==> config.mk <==
export PLATFORM = sky130hd
export DESIGN_NAME = dfs_ctrl
export DESIGN_NICKNAME = d
export VERILOG_FILES = /design/src/rtl/dfs_pkg.sv /design/src/rtl/dfs_ctrl.sv
export SDC_FILE = /design/constraint.sdc
export NUM_CORES = 1
export LEC_CHECK = 0
export BUFFER_PORTS_ARGS = -buffer_cell sky130_fd_sc_hd__buf_2
export CAP_MARGIN = 10
export CORE_AREA = 2 2 39 41
export CTS_BUF_LIST = sky130_fd_sc_hd__clkbuf_8
export CTS_CLUSTER_DIAMETER = 60
export DETAILED_ROUTE_END_ITERATION = 10
export DIE_AREA = 0 0 41 43
export MAX_ROUTING_LAYER = met4
export PLACE_DENSITY = 0.72
export SETUP_SLACK_MARGIN = 0.4
export SYNTH_ARGS = -nofsm -noshare
export SYNTH_HDL_FRONTEND = slang
export SYNTH_SLANG_ARGS = --single-unit
==> constraint.sdc <==
create_clock -name clk -period 1.95 [get_ports clk]
set_clock_uncertainty 0.15 [all_clocks]
set_input_delay 0 -clock clk [delete_from_list [all_inputs] [get_ports clk]]
set_output_delay 0 -clock clk [all_outputs]
set_load 0.01 [all_outputs]
==> src/rtl/dfs_pkg.sv <==
// ----------------------------------------------------------------------------
// dfs_pkg
// Shared types and codes for the depth-first topological sort core.
// ----------------------------------------------------------------------------
`default_nettype none
package dfs_pkg;
  localparam logic [1:0] ST_OK       = 2'd0;
  localparam logic [1:0] ST_CYCLE    = 2'd1;
  localparam logic [1:0] ST_OVERFLOW = 2'd2;
  localparam logic [1:0] ST_BAD_END  = 2'd3;

  localparam logic [1:0] MK_NEW  = 2'd0;
  localparam logic [1:0] MK_PATH = 2'd1;
  localparam logic [1:0] MK_DONE = 2'd2;

  typedef struct packed {
    logic [5:0] from_node;
    logic [5:0] to_node;
    logic       edge_present;
    logic       final_item;
  } dfs_in_t;

  typedef struct packed {
    logic [5:0] order_node;
    logic [1:0] status;
    logic       run_end;
  } dfs_out_t;

  typedef enum logic [3:0] {
    S_LOAD, S_LINK, S_CLEAR, S_START, S_ROOT, S_TOP, S_EDGE, S_PROBE, S_EVAL,
    S_EMIT, S_FAIL
  } dfs_state_t;

  typedef struct packed {
    logic load;
    logic link;
    logic clear;
    logic start_read;
    logic start_next;
    logic push_start;
    logic read_top;
    logic read_edge;
    logic probe;
    logic eval;
    logic emit_fire;
    logic emit_init;
    logic fail_fire;
  } dfs_cmd_t;

  typedef struct packed {
    logic       err;
    logic       last_item;
    logic       start_done;
    logic       start_fresh;
    logic       stack_empty;
    logic       top_done_edge;
    logic       cycle_hit;
    logic       emit_last;
    logic       clear_done;
  } dfs_stat_t;
endpackage
`default_nettype wire

==> src/rtl/dfs_ctrl.sv <==
// ----------------------------------------------------------------------------
// dfs_ctrl
// Sequencer for load, per-graph clear, walk and result emission.
// ----------------------------------------------------------------------------
`default_nettype none
module dfs_ctrl
  import dfs_pkg::*;
(
  input  wire logic      clk,
  input  wire logic      rst,
  input  wire logic      in_fire,
  input  wire logic      out_free,
  input  wire dfs_stat_t stat,
  output logic           in_ready,
  output dfs_cmd_t       cmd
);
  dfs_state_t state, state_next;

  always_ff @(posedge clk) begin
    if (rst) state <= S_CLEAR;
    else state <= state_next;
  end

  always_comb begin
    state_next = state;
    case (state)
      S_LOAD: begin
        if (in_fire) state_next = S_LINK;
      end
      S_LINK: begin
        if (stat.last_item) state_next = S_START;
        else state_next = S_LOAD;
      end
      S_CLEAR: begin
        if (stat.clear_done) state_next = S_LOAD;
      end
      S_START: begin
        if (stat.err) state_next = S_FAIL;
        else if (stat.start_done) state_next = S_EMIT;
        else state_next = S_ROOT;
      end
      S_ROOT: begin
        if (stat.start_fresh) state_next = S_TOP;
        else state_next = S_START;
      end
      S_TOP: begin
        if (stat.stack_empty) state_next = S_START;
        else state_next = S_EDGE;
      end
      S_EDGE: begin
        if (stat.top_done_edge) state_next = S_TOP;
        else state_next = S_PROBE;
      end
      S_PROBE: state_next = S_EVAL;
      S_EVAL: begin
        if (stat.cycle_hit) state_next = S_FAIL;
        else state_next = S_TOP;
      end
      S_EMIT: begin
        if (out_free && stat.emit_last) state_next = S_CLEAR;
      end
      S_FAIL: begin
        if (out_free) state_next = S_CLEAR;
      end
      default: state_next = S_CLEAR;
    endcase
  end

  always_comb begin
    cmd = '0;
    in_ready = (state == S_LOAD);
    case (state)
      S_LOAD: cmd.load = in_fire;
      S_LINK: cmd.link = 1'b1;
      S_CLEAR: cmd.clear = 1'b1;
      S_START: begin
        cmd.emit_init = 1'b1;
        cmd.start_read = !stat.err && !stat.start_done;
      end
      S_ROOT: begin
        cmd.start_next = 1'b1;
        cmd.push_start = stat.start_fresh;
      end
      S_TOP: cmd.read_top = 1'b1;
      S_EDGE: cmd.read_edge = 1'b1;
      S_PROBE: cmd.probe = 1'b1;
      S_EVAL: cmd.eval = 1'b1;
      S_EMIT: cmd.emit_fire = out_free;
      S_FAIL: cmd.fail_fire = out_free;
      default: ;
    endcase
  end

  a_no_load_busy: assert property (@(posedge clk) disable iff (rst)
    (state != S_LOAD) |-> !in_fire) else $error("input taken while busy");
  a_emit_to_clear: assert property (@(posedge clk) disable iff (rst)
    (state == S_EMIT && out_free && stat.emit_last) |=> (state == S_CLEAR))
    else $error("run did not close");
  a_fail_out: assert property (@(posedge clk) disable iff (rst)
    (state == S_FAIL && out_free) |=> (state == S_CLEAR))
    else $error("fail result not closed");
endmodule
`default_nettype wire

==> results of run 1 <==
==> kinds of logic (layout without fill, tap and decap cells) <==
group                  count (synthesis)  in the layout  synth area share
and+or+nand+nor                       44             44             0.475
AOI/OAI and AO/OA                     15             15             0.242
buffers and inverters                  9             34            0.0941
DFF                                    4              4             0.151
muxes                                  2              2            0.0376
==> report_power, final <==
group	switching (mW)	leakage (nW)	internal, mW
logic	0.268	0.286	0.261
clock network	0.0377	0.0216	0.131
registers	0.112	0.0350	0.127
total	0.417	0.343	0.518
==> layer usage <==
layer | global-route usage | vias to the layer above | share of wire
li1 | - | 316 | -
met1 | 0.210 | 302 | 0.44
met2 | 0.256 | 17 | 0.52
met3 | 0.0419 | 0 | 0.039
met4 | 0.0267 | 0 | 0
met5 | - | - | 0
==> repair_timing <==
| item | CTS | global route |
|---|---|---|
| gates resized for setup | 4 | 6 |
| hold buffers | 1 | 0 |
| hold endpoints to repair | 4 | 0 |
| setup endpoints to repair | 11 | 6 |
==> worst max path at each step <==
stage	start	slack, ps	endpoint
6_report	state[2]$_SDFFE_PP0P_	440	state[0]$_SDFFE_PP0P_
4_1_cts	state[2]$_SDFFE_PP0P_	370	state[0]$_SDFFE_PP0P_
3_5_place_dp	state[2]$_SDFFE_PP0P_	180	state[0]$_SDFFE_PP0P_
3_3_place_gp	state[2]$_SDFFE_PP0P_	180	state[0]$_SDFFE_PP0P_
5_1_grt	state[1]$_SDFFE_PP1P_	360	state[0]$_SDFFE_PP0P_
2_1_floorplan	state[0]$_SDFFE_PP0P_	490	state[1]$_SDFFE_PP1P_
==> cell usage after synthesis <==
master and count:
a211o_1 1, a21bo_1 1, a21oi_1 2, a222oi_1 1, a311oi_1 1, and2_1 3, and3b_1 1, buf_2 4
buf_4 1, buf_6 1, dfxtp_1 4, inv_1 3, mux2i_1 2, nand2_1 3, nand2b_1 6, nand2b_4 1
nand3_1 1, nand3_2 1, nand3b_1 2, nor2_1 12, nor2b_1 2, nor3_1 7, nor3_2 1, o211ai_1 1
o21ai_0 2, o21ai_2 1, o221a_1 1, o221a_2 1, o31ai_1 1, o32ai_1 1, o41ai_2 1, or2_1 2
or3_1 1, or4_4 1
==> critical path, stage by stage (launching register included) <==
cell      delay [ps]
dfxtp_4          450
mux2i_1          220
o32ai_1          100
a311oi_1         350
o41ai_2          110
==> layout make-up <==
cell class / count / share of cell area
sequential: 4 / 0.127
timing repair buffer: 28 / 0.203
inverter: 3 / 0.0155
tap: 16 / 0.0275
clock buffer: 3 / 0.0568
multi-input combinational: 61 / 0.570
==> metrics.md, run 1 <==
| Metric | Value |
|---|---|
| Initial antenna violation count | 0 |
| Nets | 114 |
| Antenna cells | 0 |
| Design area | around 730 um^2 |
| Final Max Slew Viols | 0 |
| GRT Total Usage | 0.164 |
| Most common library cell in the layout ignoring fill and taps | buf_2 |
| Routed WL | 1.43 mm |
| Final Power | 0.936 mW |
| Inserted Clock Buffers | 3 |
| Via Count | around 640 |
| Worst hold path class | in -> reg |
| CTS Buffer Depth | 2 |
| Status | finished, final reports clean |
| Critical Path RT | between 1500 and 2000 ps |
| Pleak | 0.343 nW |
| Total negative slack | 0 ps |
| # DRC | 0 |
| Post-Syn Nets | 87 |
| Reg-to-reg startpoint | state[2]$_SDFFE_PP0P_ |
| Final setup viols | 0 |
| Chip height | 43 um |
| Area added between synthesis and finish | 36.7% |
| Synth warn | 0 |
| Die Width | 41 um |
| Fin crit share | 0.774 |
| Gpl congestion | around 0.82 |
| Starting Density | 0.384 |
| Most frequent cells in the layout | buf_2, nor2_1, nand2b_1, nor3_1 |
| Worst Tran Pin Value | 343 ps |
| Largest net degree at the start of global routing | 21 |
| CP startpoint kind | flop |
| Sink Count | 4 |
| Maxcap violations | 0 |
| Routed length per instance | between 10 and 15 um |
| Max Freq | 663 MHz |
| Clk_lat worst skew | 210 ps |
| Vias in the first global route | 492 |
| Placed Area | 651 um^2 |
| Ratio of cells with drive above 1 in the final layout | 0.444 |
| Inst Count DP | 111 |
| Post-route setup slack | 441 ps |
| Grt ovf | 0 |
| Worst R2R End | state[0]$_SDFFE_PP0P_ |
| Hold depth | 5 |
| H-tree Lvls | 1 |
| Final min period | 1510 ps |
| First-pass GRT wire length | a little over 2 mm |
| FP Rows | 14 |
| Unrepaired setup endpoints after global routing | true |
| Final core occ | 0.525 |
| Vias per inst | between 5 and 6 |
| Seq cells post-synth | 4 |
| Clock transition at path regs | 30 ps |
| Worst slew margin | 0.770 |
| IO Pins | 27 |
| Yosys top cell by area | dfxtp_1 |
| Worst IR Drop VDD | 0.504 mV |
| Worst Hold Path EP | state[2]$_SDFFE_PP0P_ |
| Antenna Violating Nets Remaining | 0 |
| Biggest regs | state: 4 flops |
| Max reg flops | 4 |
| CTS tree | built |
| DP HPWL | ~1.1 mm |
| 1st-iter DRT viols | 17 |
| Post-synthesis instance total | 74 |
| Non-Filler Instances | 115 |
| Reg area | 92.6 um^2 |
| Ranking of synthesized cells by area | dfxtp_1, nor2_1, nand2b_1 |
| Avg Inst Size Synth | 7.19 um^2 |
| Multi-input logic area | 414 um^2 |
| Crit Path Max Fanout | 17 |
| Share of the synthesized area in the top cell type | 0.151 |
| Port Buf Inserts | 26 |
| Register area share after synthesis | 0.151 |
| Worst hold margin | between 60 and 70 ps |
| Hold Startpoint | stat[5] |
| Critical Path Sink Type | flop |
| Core area | 1380 um^2 |
| Top reg by flops | state |
| CTS Root Cell | clkbuf_8 |
| Die ar. | roughly 1800 um^2 |
| Setup slack, reg-to-reg | 440 ps |
| Drt first pass iters | 5 |
| Post-Syn Area | 532 um^2 |
| Crit Path Class | reg -> reg |
| Fill count | between 100 and 150 |
| Final Hold Vio Count | 0 |
| Synth unique cells | 34 |
| Post-CTS setup buffers | 0 |
| Reg2reg path depth | 4 |
| Place WS | 183 ps |
| Crit path DAT | 1440 ps |
| Pwr Density | 1290 nW/um^2 |
(Power assumes the default switching activity.)
==> run 2, diff against run 1 <==
==> constraint.sdc (replaced) <==
create_clock -name clk -period 1.6 [get_ports clk]
set_clock_uncertainty 0.15 [all_clocks]
set_input_delay 0 -clock clk [delete_from_list [all_inputs] [get_ports clk]]
set_output_delay 0 -clock clk [all_outputs]
set_load 0.01 [all_outputs]
==> run 2 against run 1 <==
Via count increased by 26%. Cell count grew 22%. First-iteration DRC count grew 35%. Sequential share of layout area shrank 3.5 points. Final area is 42% higher. Routed wire length is 60% higher. Largest cell class unchanged. Fmax fell by 0.19%. Non-clock buffer count is 25 higher. Hold slack got worse by 0.96 ps. Total power grew 85%. Sequential power up 2%. Critical endpoint is now state[1]$_SDFFE_PP1P_.
==> metrics.md, run 2 (synthesis results as in run 1) <==
| Metric | Value |
|---|---|
| Vias per inst | 5.74 (was 5.52) |
| Core area | 1380 um^2 (unchanged) |
| Final Hold Vio Count | 0 (unchanged) |
| Port Buf Inserts | 26 (unchanged) |
| Chip height | 43 um (unchanged) |
| Clk_lat worst skew | 220 ps (was 210 ps) |
| Worst slew margin | 0.811 (was 0.770) |
| Ratio of cells with drive above 1 in the final layout | 0.629 (was 0.444) |
| Final core occ | 0.745 (was 0.525) |
| Antenna cells | 0 (unchanged) |
| M1 GR Usage | 0.326 (was 0.210) |
| IO Pins | 27 (unchanged) |
| # DRC | 0 (unchanged) |
| Final min period | 1510 ps (about the same) |
| Top reg by flops | state (unchanged) |
| Buf/Inv on CP | 2 (was 0) |
| Pwr Density | 1670 nW/um^2 (was 1290 nW/um^2) |
| Die ar. | 1760 um^2 (unchanged) |
| CP delay by family, top | compound AO/OA/AOI/OAI gates (unchanged) |
| CTS Buffer Depth | 2 (unchanged) |
| Critical Path RT | 1570 ps (was 1890 ps) |
| Worst path slowest cell | dfxtp_4 (unchanged) |
| Max Freq | 662 MHz (was 663 MHz) |
| Initial antenna violation count | 0 (unchanged) |
| 1st-iter DRT viols | 23 (was 17) |
| Maxcap violations | 0 (unchanged) |
| Gpl congestion | 0.937 (was 0.816) |
| Final setup viols | 0 (unchanged) |
| Via Count | 803 (was 635) |
| Worst IR Drop VDD | 0.909 mV (was 0.504 mV) |
| CP max stage delay | 380 ps (was 450 ps) |
| Crit Path Max Fanout | 6 (was 17) |
| Biggest regs | state: 4 flops (unchanged) |
| Starting Density | 0.384 (unchanged) |
| CP Cell Sequence | buf_6 > buf_6 > nand2b_1 > a21oi_1 > o221a_2 > o211ai_1 (was mux2i_1 > o32ai_1 > a311oi_1 > o41ai_2) |
| Sink Count | 4 (unchanged) |
| Routed length per instance | 16.4 um (was 12.5 um) |
| Fin crit share | 0.945 (was 0.774) |
| Grt ovf | 0 (unchanged) |
| Top Usage Layer GRT | met2 (unchanged) |
| Drt first pass iters | 4 (was 5) |
| Worst Tran Pin Value | 283 ps (was 343 ps) |
| CTS Root Cell | clkbuf_8 (unchanged) |
| Most common library cell in the layout ignoring fill and taps | buf_2 (unchanged) |
| Largest net degree at the start of global routing | 11 (was 21) |
| Routed WL | 2.29 mm (was 1.43 mm) |
| Die Width | 41 um (unchanged) |
| Grt met3 use | 0.0838 (was 0.0419) |
| Most frequent cells in the layout | buf_2, buf_4, nor2_1 (was buf_2, nor2_1, nand2b_1, nor3_1) |
| H-tree Lvls | 1 (unchanged) |
| CTS tree | built (unchanged) |
| Critical Path Sink Type | flop (unchanged) |
| Vias in the first global route | 813 (was 492) |
| Total negative slack | 0 ps (unchanged) |
| Final Max Slew Viols | 0 (unchanged) |
| Pleak | 0.486 nW (was 0.343 nW) |
| Design area | 1030 um^2 (was 727 um^2) |
| Nets | 139 (was 114) |
| Inserted Clock Buffers | 3 (unchanged) |
| Worst hold path class | in -> reg (unchanged) |
| Area added between synthesis and finish | 93.9% (was 36.7%) |
| Worst hold margin | 62.2 ps (was 63.2 ps) |
| Most frequent CP cell | buf_6 |
| First-pass GRT wire length | 3.58 mm (was 2.01 mm) |
| Clock transition at path regs | 40 ps (was 30 ps) |
| DP HPWL | 1.21 mm (was 1.07 mm) |
| Antenna Violating Nets Remaining | 0 (unchanged) |
| Status | finished, final reports clean (unchanged) |
| Crit Path Class | reg -> reg (unchanged) |
| FP Rows | 14 (unchanged) |
| Unrepaired setup endpoints after global routing | true (unchanged) |
| GRT Total Usage | 0.307 (was 0.164) |
| CP startpoint kind | flop (unchanged) |
| Placed Area | 714 um^2 (was 651 um^2) |
| GR Util met2 | 0.459 (was 0.256) |
| Crit path DAT | 1490 ps (was 1440 ps) |
| Max reg flops | 4 (unchanged) |
-- run 2: cell types whose count changed in the layout (fill, tap and decap cells not counted), moves of 2 or more --
cell	change
nor3_4	+3
buf_6	+10
nor3_1	-3
nand2b_4	+2
buf_4	+15
-- run 2: metal layers --
metal | wire (um) | part of all wire
met1 | 945 | 0.41
met2 | 1110 | 0.49
met3 | 99 | 0.043
met4 | 132 | 0.058
met5 | 0 | 0
-- run 2: worst register-to-register path: cells and delay by family, from the launching register on --
kind / cells / cell delay, ps
AOI/OAI and AO/OA: 3 / 540
DFF: 1 / 380
buffers and inverters: 2 / 260
and+or+nand+nor: 1 / 90
-- run 2: report_power, final --
part | leakage (nW) | total (mW) | switching, mW | internal (mW)
clock network | 0.0216 | 0.217 | 0.0560 | 0.161
registers | 0.0353 | 0.242 | 0.0836 | 0.158
logic | 0.429 | 1.27 | 0.582 | 0.686
-- run 2: final timing paths --
kind / startpoint / endpoint / slack, ps / cells after the start
max: state[3]$_SDFFE_PP0P_ / state[1]$_SDFFE_PP1P_ / 90 / 6
min: stat[5] / state[2]$_SDFFE_PP0P_ / 60 / 5
max reg2reg: state[3]$_SDFFE_PP0P_ / state[1]$_SDFFE_PP1P_ / 90 / 6
min reg2reg: state[0]$_SDFFE_PP0P_ / state[2]$_SDFFE_PP0P_ / 560 / 4
-- run 2: layout make-up --
| class | count | area (um^2) |
|---|---|---|
| timing repair buffer | 53 | 373 |
| fill | 87 | 353 |
| tap | 16 | 20.0 |
| sequential | 4 | 95.1 |
| multi-input combinational | 61 | 490 |
| clock buffer | 3 | 41.3 |
| inverter | 3 | 11.3 |
-- run 2: stage by stage --
stage | cells | total power [mW] | worst slack (ps)
finish | 140 | 1.73 | 88.6
detailed placement | 119 | 0.989 | 46.9
CTS | 139 | 1.64 | 117
floorplan | 74 | 0.765 | 151
global placement | 119 | 0.978 | 65.1
global route | 140 | 1.83 | 43.2
-- run 2: what timing repair did --
| action | in CTS | in global routing |
|---|---|---|
| hold buffers | 1 | 0 |
| gates cloned | 0 | 0 |
| hold endpoints to repair | 4 | 0 |
| gates resized for setup | 32 | 1 |
| buffers inserted | 16 | 1 |
| pin swaps | 15 | 1 |
| endpoints found under the setup margin | 18 | 18 |
==> run 3, diff against run 2 <==
--- a/config.mk
+++ b/config.mk
@@ -7,11 +7,11 @@
 export LEC_CHECK = 0
 export BUFFER_PORTS_ARGS = -buffer_cell sky130_fd_sc_hd__buf_2
 export CAP_MARGIN = 10
-export CORE_AREA = 2 2 39 41
+export CORE_AREA = 5 5 42 44
 export CTS_BUF_LIST = sky130_fd_sc_hd__clkbuf_8
 export CTS_CLUSTER_DIAMETER = 60
 export DETAILED_ROUTE_END_ITERATION = 10
-export DIE_AREA = 0 0 41 43
+export DIE_AREA = 0 0 47 49
 export MAX_ROUTING_LAYER = met4
 export PLACE_DENSITY = 0.72
 export SETUP_SLACK_MARGIN = 0.4
==> run 3 against run 2 <==
Register-to-register slack about the same. Clock-buffer cell count unchanged. Clock power about the same. First-iteration DRC count up 4.3%. Core utilization down 3.3 points. Via count down 4.2%. Cell count down 4.3%. Global-route usage down 11 points. Sequential power down 3%.
==> metrics.md, run 3 (synthesis results as in run 1) <==
| Metric | Value |
|---|---|
| Final Hold Vio Count | 0 (unchanged) |
| Design area | 998 um^2 (was 1030 um^2) |
| Chip height | 49 um (was 43 um) |
| Clk_lat worst skew | 220 ps (about the same) |
| FP Rows | 14 (unchanged) |
| CTS tree | built (unchanged) |
| Final Max Slew Viols | 0 (unchanged) |
| Critical Path Sink Type | flop (unchanged) |
| Nets | 133 (was 139) |
| GRT Total Usage | 0.200 (was 0.307) |
| Routed WL | 2.19 mm (was 2.29 mm) |
| 1st-iter DRT viols | 24 (was 23) |
| DP HPWL | 1.35 mm (was 1.21 mm) |
| Crit Path Class | reg -> reg (unchanged) |
| Max reg flops | 4 (unchanged) |
| Total negative slack | 0 ps (unchanged) |
| Starting Density | 0.379 (was 0.384) |
| Drt first pass iters | 4 (unchanged) |
| Fin crit share | 0.937 (was 0.945) |
| Clock transition at path regs | 30 ps (was 40 ps) |
| Placed Area | 729 um^2 (was 714 um^2) |
| Gpl congestion | 0.861 (was 0.937) |
| CP max stage delay | 440 ps (was 380 ps) |
| Multi-input logic area | 499 um^2 (was 490 um^2) |
| Status | finished, final reports clean (unchanged) |
| Initial antenna violation count | 0 (unchanged) |
| CTS Buffer Depth | 2 (unchanged) |
| Core area | 1400 um^2 (was 1380 um^2) |
| IO Pins | 27 (unchanged) |
| # DRC | 0 (unchanged) |
| Pwr Density | 1700 nW/um^2 (was 1670 nW/um^2) |
| Worst Tran Pin Value | 284 ps (was 283 ps) |
| Inst Count DP | 121 (was 119) |
| Sink Count | 4 (unchanged) |
| Unrepaired setup endpoints after global routing | true (unchanged) |
| Max Freq | 667 MHz (was 662 MHz) |
| Most common library cell in the layout ignoring fill and taps | buf_2 (unchanged) |
| Crit Path Max Fanout | 6 (unchanged) |
| Most frequent cells in the layout | buf_2, buf_4, buf_6 (was buf_2, buf_4, nor2_1) |
| Top reg by flops | state (unchanged) |
| Vias per inst | 5.74 (about the same) |
| Inserted Clock Buffers | 3 (unchanged) |
| Worst hold margin | 52.7 ps (was 62.2 ps) |
| CP startpoint kind | flop (unchanged) |
| Port Buf Inserts | 26 (unchanged) |
| Final min period | 1500 ps (was 1510 ps) |
| Crit path DAT | 1500 ps (was 1490 ps) |
| H-tree Lvls | 1 (unchanged) |
| Via Count | 769 (was 803) |
| Final setup viols | 0 (unchanged) |
| Post-route setup slack | 102 ps (was 88.6 ps) |
| Pleak | 0.457 nW (was 0.486 nW) |
| Die Width | 47 um (was 41 um) |
| Worst hold path class | in -> reg (unchanged) |
| Buf/Inv on CP | 1 (was 2) |
| Grt ovf | 0 (unchanged) |
| Final Power | 1.69 mW (was 1.73 mW) |
| Largest net degree at the start of global routing | 13 (was 11) |
| Vias in the first global route | 789 (was 813) |
| Die ar. | 2300 um^2 (was 1760 um^2) |
| Critical Path RT | 1600 ps (was 1570 ps) |
| Antenna cells | 0 (unchanged) |
| Area added between synthesis and finish | 87.8% (was 93.9%) |
| Reg area | 92.6 um^2 (was 95.1 um^2) |
| Place WS | 29.2 ps (was 46.9 ps) |
| Worst path slowest cell | or4_4 (was dfxtp_4) |
| Worst slew margin | 0.809 (was 0.811) |
| CP delay by family, top | simple AND/OR/NAND/NOR gates (was compound AO/OA/AOI/OAI gates) |
| CP Cell Sequence | buf_6 > nand2b_4 > or4_4 > nand3_4 > o221a_1 (was buf_6 > buf_6 > nand2b_1 > a21oi_1 > o221a_2 > o211ai_1) |
| Final core occ | 0.713 (was 0.745) |
| Non-Filler Instances | 134 (was 140) |
| CTS Root Cell | clkbuf_8 (unchanged) |
| Routed length per instance | 16.3 um (was 16.4 um) |
| Maxcap violations | 0 (unchanged) |
| First-pass GRT wire length | 3.35 mm (was 3.58 mm) |
| Fill count | 104 (was 87) |
| Ratio of cells with drive above 1 in the final layout | 0.644 (was 0.629) |
| Worst IR Drop VDD | 1.28 mV (was 0.909 mV) |
| Antenna Violating Nets Remaining | 0 (unchanged) |
| Biggest regs | state: 4 flops (unchanged) |
[run 3: worst reg2reg max path: stages, from the launching register on]
cell	delay, ps
dfxtp_4	370
buf_6	130
nand2b_4	60
or4_4	440
nand3_4	110
o221a_1	180
[run 3: worst paths after layout]
kind	startpoint	end	slack, ps	depth (start not counted)
setup reg to reg	state[1]$_SDFFE_PP1P_	state[3]$_SDFFE_PP0P_	100	5
hold / removal	stat[5]	state[2]$_SDFFE_PP0P_	50	5
hold reg to reg	state[0]$_SDFFE_PP0P_	state[2]$_SDFFE_PP0P_	490	3
setup / recovery	state[1]$_SDFFE_PP1P_	state[3]$_SDFFE_PP0P_	100	5
[run 3: repair_timing]
item / in CTS / in global routing
hold buffers: 1 / 0
hold endpoints to repair: 4 / 0
setup buffers: 5 / 4
pin swaps: 7 / 6
setup endpoints to repair: 18 / 18
resized for setup: 22 / 15
[run 3: metal layers]
| layer | track usage | wire length (um) | up-vias |
|---|---|---|---|
| li1 | - | - | 358 |
| met1 | 0.233 | 807 | 358 |
| met2 | 0.324 | 1130 | 47 |
| met3 | 0.00738 | 188 | 6 |
| met4 | 0.120 | 63 | 0 |
| met5 | - | 0 | - |
[run 3: area by class of cell]
cell class | count | share of cell area
Clock buffer | 3 | 0.0414
Inverter | 3 | 0.0113
Multi-Input combinational cell | 61 | 0.500
Sequential cell | 4 | 0.0927
Tap cell | 16 | 0.0201
Timing Repair Buffer | 47 | 0.335
[run 3: where the power goes]
group / leakage, nW / switching (mW) / internal [mW]
sequential: 0.0350 / 0.0812 / 0.153
clock: 0.0216 / 0.0562 / 0.161
combinational: 0.400 / 0.601 / 0.642
total: 0.457 / 0.739 / 0.956
